===== src/abkf_pkg.sv =====
`default_nettype none
package abkf_pkg;

    localparam int DATA_WIDTH_DEF = 32;
    localparam int IO_W           = 32;
    localparam int COV_W          = 32;
    localparam int COV_FRAC       = 24;
    localparam int DT_W           = 16;
    localparam int DT_FRAC        = 16;
    localparam int REG_W          = 24;
    localparam int CFG_IDX_W      = 2;
    localparam int CFG_DATA_W     = 32;
    localparam int OP_W           = 4;
    localparam int DIV_STEPS      = 32;
    localparam int DIV_CNT_W      = 5;

    localparam logic [REG_W-1:0] QA_RST = 24'd16777;
    localparam logic [REG_W-1:0] QB_RST = 24'd50332;
    localparam logic [REG_W-1:0] R_RST  = 24'd503316;

    localparam logic [CFG_IDX_W-1:0] REG_QA = 2'd0;
    localparam logic [CFG_IDX_W-1:0] REG_QB = 2'd1;
    localparam logic [CFG_IDX_W-1:0] REG_R  = 2'd2;

    // multiply / writeback operations
    localparam logic [OP_W-1:0] OP_RATE = 4'd0;
    localparam logic [OP_W-1:0] OP_T    = 4'd1;
    localparam logic [OP_W-1:0] OP_P00  = 4'd2;
    localparam logic [OP_W-1:0] OP_P11  = 4'd3;
    localparam logic [OP_W-1:0] OP_ANG  = 4'd4;
    localparam logic [OP_W-1:0] OP_BIAS = 4'd5;
    localparam logic [OP_W-1:0] OP_C00  = 4'd6;
    localparam logic [OP_W-1:0] OP_C01  = 4'd7;
    localparam logic [OP_W-1:0] OP_C10  = 4'd8;
    localparam logic [OP_W-1:0] OP_C11  = 4'd9;

    typedef struct packed {
        logic            load;
        logic            mul_lo;
        logic            mul_hi;
        logic            wb;
        logic            div_start;
        logic            div_step;
        logic            gain;
        logic            out_load;
        logic [OP_W-1:0] op;
    } t_cmd;

    typedef struct packed {
        logic s_pos;
        logic out_free;
    } t_sts;

endpackage
`default_nettype wire


===== src/abkf_ctrl.sv =====
`default_nettype none
module abkf_ctrl (
    input  wire logic          i_clk,
    input  wire logic          i_rst_n,
    input  wire logic          i_in_valid,
    output logic               o_in_ready,
    input  wire abkf_pkg::t_sts i_sts,
    output abkf_pkg::t_cmd     o_cmd
);
    import abkf_pkg::*;

    localparam logic [2:0] S_IDLE = 3'd0;
    localparam logic [2:0] S_MLO  = 3'd1;
    localparam logic [2:0] S_MHI  = 3'd2;
    localparam logic [2:0] S_WB   = 3'd3;
    localparam logic [2:0] S_DIV  = 3'd4;
    localparam logic [2:0] S_GAIN = 3'd5;
    localparam logic [2:0] S_OUT  = 3'd6;

    logic [2:0]           r_state, n_state;
    logic [OP_W-1:0]      r_op, n_op;
    logic [DIV_CNT_W-1:0] r_cnt, n_cnt;

    assign o_in_ready = (r_state == S_IDLE);

    always_comb begin
        n_state = r_state;
        n_op    = r_op;
        n_cnt   = r_cnt;
        o_cmd   = '0;
        o_cmd.op = r_op;
        case (r_state)
            S_IDLE: begin
                if (i_in_valid) begin
                    o_cmd.load = 1'b1;
                    n_op       = OP_RATE;
                    n_state    = S_MLO;
                end
            end
            S_MLO: begin
                o_cmd.mul_lo = 1'b1;
                n_state      = S_MHI;
            end
            S_MHI: begin
                o_cmd.mul_hi = 1'b1;
                n_state      = S_WB;
            end
            S_WB: begin
                o_cmd.wb = 1'b1;
                if (r_op == OP_P11) begin
                    if (i_sts.s_pos) begin
                        o_cmd.div_start = 1'b1;
                        n_cnt           = '0;
                        n_state         = S_DIV;
                    end else begin
                        n_state = S_OUT;
                    end
                end else if (r_op == OP_C11) begin
                    n_state = S_OUT;
                end else begin
                    n_op    = r_op + OP_W'(1);
                    n_state = S_MLO;
                end
            end
            S_DIV: begin
                o_cmd.div_step = 1'b1;
                n_cnt          = r_cnt + DIV_CNT_W'(1);
                if (r_cnt == DIV_CNT_W'(DIV_STEPS - 1)) begin
                    n_state = S_GAIN;
                end
            end
            S_GAIN: begin
                o_cmd.gain = 1'b1;
                n_op       = OP_ANG;
                n_state    = S_MLO;
            end
            S_OUT: begin
                if (i_sts.out_free) begin
                    o_cmd.out_load = 1'b1;
                    n_state        = S_IDLE;
                end
            end
            default: begin
                n_state = S_IDLE;
            end
        endcase
    end

    always_ff @(posedge i_clk) begin
        if (!i_rst_n) begin
            r_state <= S_IDLE;
            r_op    <= OP_RATE;
            r_cnt   <= '0;
        end else begin
            r_state <= n_state;
            r_op    <= n_op;
            r_cnt   <= n_cnt;
        end
    end

endmodule
`default_nettype wire


===== config.mk =====
export PLATFORM = sky130hd
export DESIGN_NAME = abkf_ctrl
export DESIGN_NICKNAME = d
export VERILOG_FILES = /design/src/abkf_pkg.sv /design/src/abkf_ctrl.sv
export SDC_FILE = /design/constraint.sdc
export NUM_CORES = 1
export LEC_CHECK = 0
export CAP_MARGIN = 20
export CORE_AREA = 2 2 39 41
export DETAILED_ROUTE_END_ITERATION = 8
export DIE_AREA = 0 0 41 43
export DONT_BUFFER_PORTS = 1
export PLACE_DENSITY = 0.72
export SYNTH_ARGS = -nofsm -noshare
export SYNTH_HDL_FRONTEND = slang
export SYNTH_SLANG_ARGS = --single-unit

===== constraint.sdc =====
create_clock -name i_clk -period 1.7 [get_ports i_clk]
set_input_delay 0.17 -clock i_clk [delete_from_list [all_inputs] [get_ports i_clk]]
set_output_delay 0.17 -clock i_clk [all_outputs]
set_load 0.05 [all_outputs]

# == Word-level counts from Yosys, hierarchy flattened ==
# Cells that the tools add are included.
# W data, S select, Z words.
# totals
elab_cells,52
output_inout_bits,13
ff_bits,12
in_bits,5
# classes
reduce_logical,6
n_eq_ne,16
add_sub_neg,2
n_mux,25
# op_table
operator,count
$pmux W3 S7,1
$mux W3,5
$ne A2 B2 Y1 const B,7
$mux W4,3
$pmux W4 S3,1
$mux W1,10
$mux W5,2
$pmux W5 S2,1
$eq A3 B3 Y1 const B,3
$eq A3 B2 Y1 const B,2
$reduce_and A3 Y1,2
$add A5 B1 Y5 const B,1
$eq A5 B5 Y1 const B,1
$add A4 B1 Y4 const B,1
$eq A4 B2 Y1 const B,1
$eq A4 B4 Y1 const B,1
$mux W2,2
$reduce_and A4 Y1,1
$eq A3 B1 Y1 const B,1
$logic_not A3 Y1,1
$reduce_bool A3 Y1,1
$reduce_bool A2 Y1,1

# == Logic depth before layout (Yosys ltp) ==
# logic_depth
depth_word,4
mapped_depth,7
ltp_nobuf,7

# == Worst setup path after synthesis ==
# OpenSTA, ideal clock, no wires.
# synth_timing
path_type,flip-flop to flip-flop
startpoint,reg r_state[0]
endpoint,reg r_op[1]
n_path_buf,1
path_slack_ns,-0.673
setup_ns,0.124
period_less_slack_ns,2.373
t_arrival_ns,2.249
required_time_ns,1.576
path_stages_with_launch,6
path_cell_list,dfxtp_1 > buf_6 > nor3_1 > and2_4 > or3_4 > o32ai_1
# synth_via
elab_chain_cells,3
elab_cells_between_ends,9
# synth_lines
element,line,source
from (decl),abkf_ctrl.sv:20,"logic [2:0] r_state, n_state;"
from (signal assigned),abkf_ctrl.sv:95,r_state <= n_state;
$logic_not A3 Y1 (*),n/a,
net o_in_ready,abkf_ctrl.sv:6,"output logic o_in_ready,"
$ne A2 B2 Y1 (no source line) or $reduce_bool A3 Y1 (tied branches),n/a,
$reduce_and A4 Y1 (no source line),n/a,
to (signal assigned),abkf_ctrl.sv:96,r_op <= n_op;
to (decl),abkf_ctrl.sv:21,"logic [OP_W-1:0] r_op, n_op;"
# Mark *: on every way through the listed nets, which the timed path passes. The rest lies on a longest branch.
# A chain may end at the register's enable or synchronous reset.

==> qor.yml <==
n_fill_cell: 115
post-cts-setup-buffers: 0
gp_congestion: 0.7660
grt_max_degree: 11
cts.clk_slew.worst_paths_ns: 0.07
synth_edf_count: 0
fp.dieW_um: 41
wire_per_inst_um: 14.33
port_buffers: 0
startpoint_type: "flop"
drv_cap: 0
ys_ff_latch: 12
drcViolationCount: 0
vias: 637
n_antenna_cell: 0
cp.required_ns: 1.53
htreeDepth: 1
drive_above_1_share: 0.3229
ys_seq_area_frac: 0.3200
irDropWorstVdd_v: 0.001252
critPathArrivalTime_ns: 1.50
final_common_cell: "buf_4"
numCtsBuffers: 3
io_pins: 18
status: "finished, final reports clean"
worstSetupPathType: "flop to primary output"
syn_to_final_growth_pct: 24.50
tightest_slew_ns: 0.4302
power_leakage_nw: 0.4015
grt_util_all_layers: 0.2136
setup_violations: 0
core_mm2: 0.001384
synthFlopType: "dfxtp_1"
clk_latency_ns: 0.26
grt_pass1_vias: 592
min_period_ns: 1.666
avgSynthCellArea_um2: 8.937
yosysWarnings: 0
worst_clock_skew_ns: 0.0004715
routed_via_density: 5.688
dieArea_mm2: 0.001763
drt-total-wl_um: 1605
cts-root-buf: "clkbuf_4"
fmax_mhz: 600.1
regArea_um2: 251.5
timing.final.crit_share: 0.9803
multi_input_area_um2: 501.7
layout_common_cells: "buf_4, nor2_1, dfxtp_1"
grt.overflow.total: 0
hold_path.class: "input pin to flop"
async_flop_share: 0
fin_tns_setup_ns: 0
layout_setup_ws_ns: 0.03351
netlist_area_um2: 750.7
slew_violations: 0
rsz0062_at_grt: "true"
dr.pass1.iters: 4
power_w: 0.001552
ctsLongestPathBuffers: 2
cts_sinks: 12
crit_fanout: 5
nets: 106
hold_viol_final: 0
pre_cts_ws_ns: 0.1615
ys_types: 31
cts_tree: "built"
grt_pass1_wl_um: 2546
syn_nets: 93
synthCells: 84
cts_hold_buf: 0
powerDensity_mw_per_mm2: 1661
initial_utilization: 0.5425
crit_path_end_kind: "primary output"
dpl.hpwl_um: 1223
placementRows: 14
antenna_found_initial: 0
postRouteAntennaNets: 0
fp.dieH_um: 43
slew_headroom: 0.7132
drt_first_iter_violations: 11
-- cell type report --
class | instances | share of cell area
clock buffers | 4 | 0.03882
inverters | 5 | 0.02008
multi-input cells | 63 | 0.5368
flip-flops and latches | 12 | 0.2691
well taps | 16 | 0.02142
repair buffers | 12 | 0.1138
-- worst paths after layout --
| kind | to | cells after the start | slack (ns) | startpoint |
|---|---|---|---|---|
| worst max-delay path | o_cmd[7] | 4 | 0.03 | r_op[0] |
| worst max register to register | r_state[1] | 5 | 0.15 | r_op[0] |
| worst min register to register | r_cnt[3] | 2 | 0.51 | r_cnt[3] |
| worst min-delay path | r_state[1] | 1 | 0.01 | i_rst_n |
-- cell usage after synthesis, types with 2 or more instances --
library cell,number,area [µm²]
mux2i_1,2,20.02
nand2b_1,3,18.77
inv_1,5,18.77
nand2_1,6,22.52
buf_2,2,10.01
or3b_1,4,35.03
nor2_1,10,37.54
nand4_1,2,12.51
buf_6,2,22.52
xor2_1,4,35.03
dfxtp_1,12,240.2
a21oi_1,6,30.03
o31a_1,2,17.52
ha_1,4,50.05
nor3_1,4,20.02
-- what timing repair did --
action,in CTS,in global routing
setup endpoints to repair,1,1
pin swaps,1,0
resized for setup,3,1
hold endpoints to repair,0,0
gates cloned,0,0
-- flip-flops by register name, summed over array words and instances, names as in the netlist --
register  cells
r_op          4
r_cnt         5
r_state       3
-- where the power goes --
group | internal, W | switching, W
sequential | 0.000337 | 0.000151
combinational | 0.000334 | 0.000507
clock | 0.000130 | 0.0000927
total | 0.000802 | 0.000751
-- cells by family (layout without fill, tap and decap cells) --
group	after synthesis	count (layout)	synth area share
buffers and inverters	9	21	0.06833
multiplexers	2	2	0.02667
flip-flops	12	12	0.3200
XOR/XNOR	4	4	0.04666
adder cells (fa/ha/maj)	4	4	0.06667
AND/OR/NAND/NOR	39	39	0.3434
AO/OA/AOI/OAI	14	14	0.1283
-- layer usage --
layer | part of all wire | GRT usage
met3 | 0.063 | 0.05759
met1 | 0.43 | 0.2475
met4 | 0.0056 | 0.08000
met2 | 0.50 | 0.3531
met5 | 0 | 0
-- metrics by stage --
step,util,hold WS [ns],instances,area (µm²)
floorplan,-,0.2874,84,793.3
global placement,0.6383,0.3001,108,883.3
detailed placement,0.6383,0.3027,108,883.3
CTS,0.6691,0.007002,112,925.9
global route,0.6754,0.01046,112,934.6
finish,0.6754,0.01398,112,934.6
-- worst max-delay path, cell delays in order (launching register included) --
cell and delay, ns:
dfxtp_4 0.48, ha_4 0.20, nand2_4 0.05, nor4_4 0.28, buf_6 0.22
(Power assumes the default switching activity.)
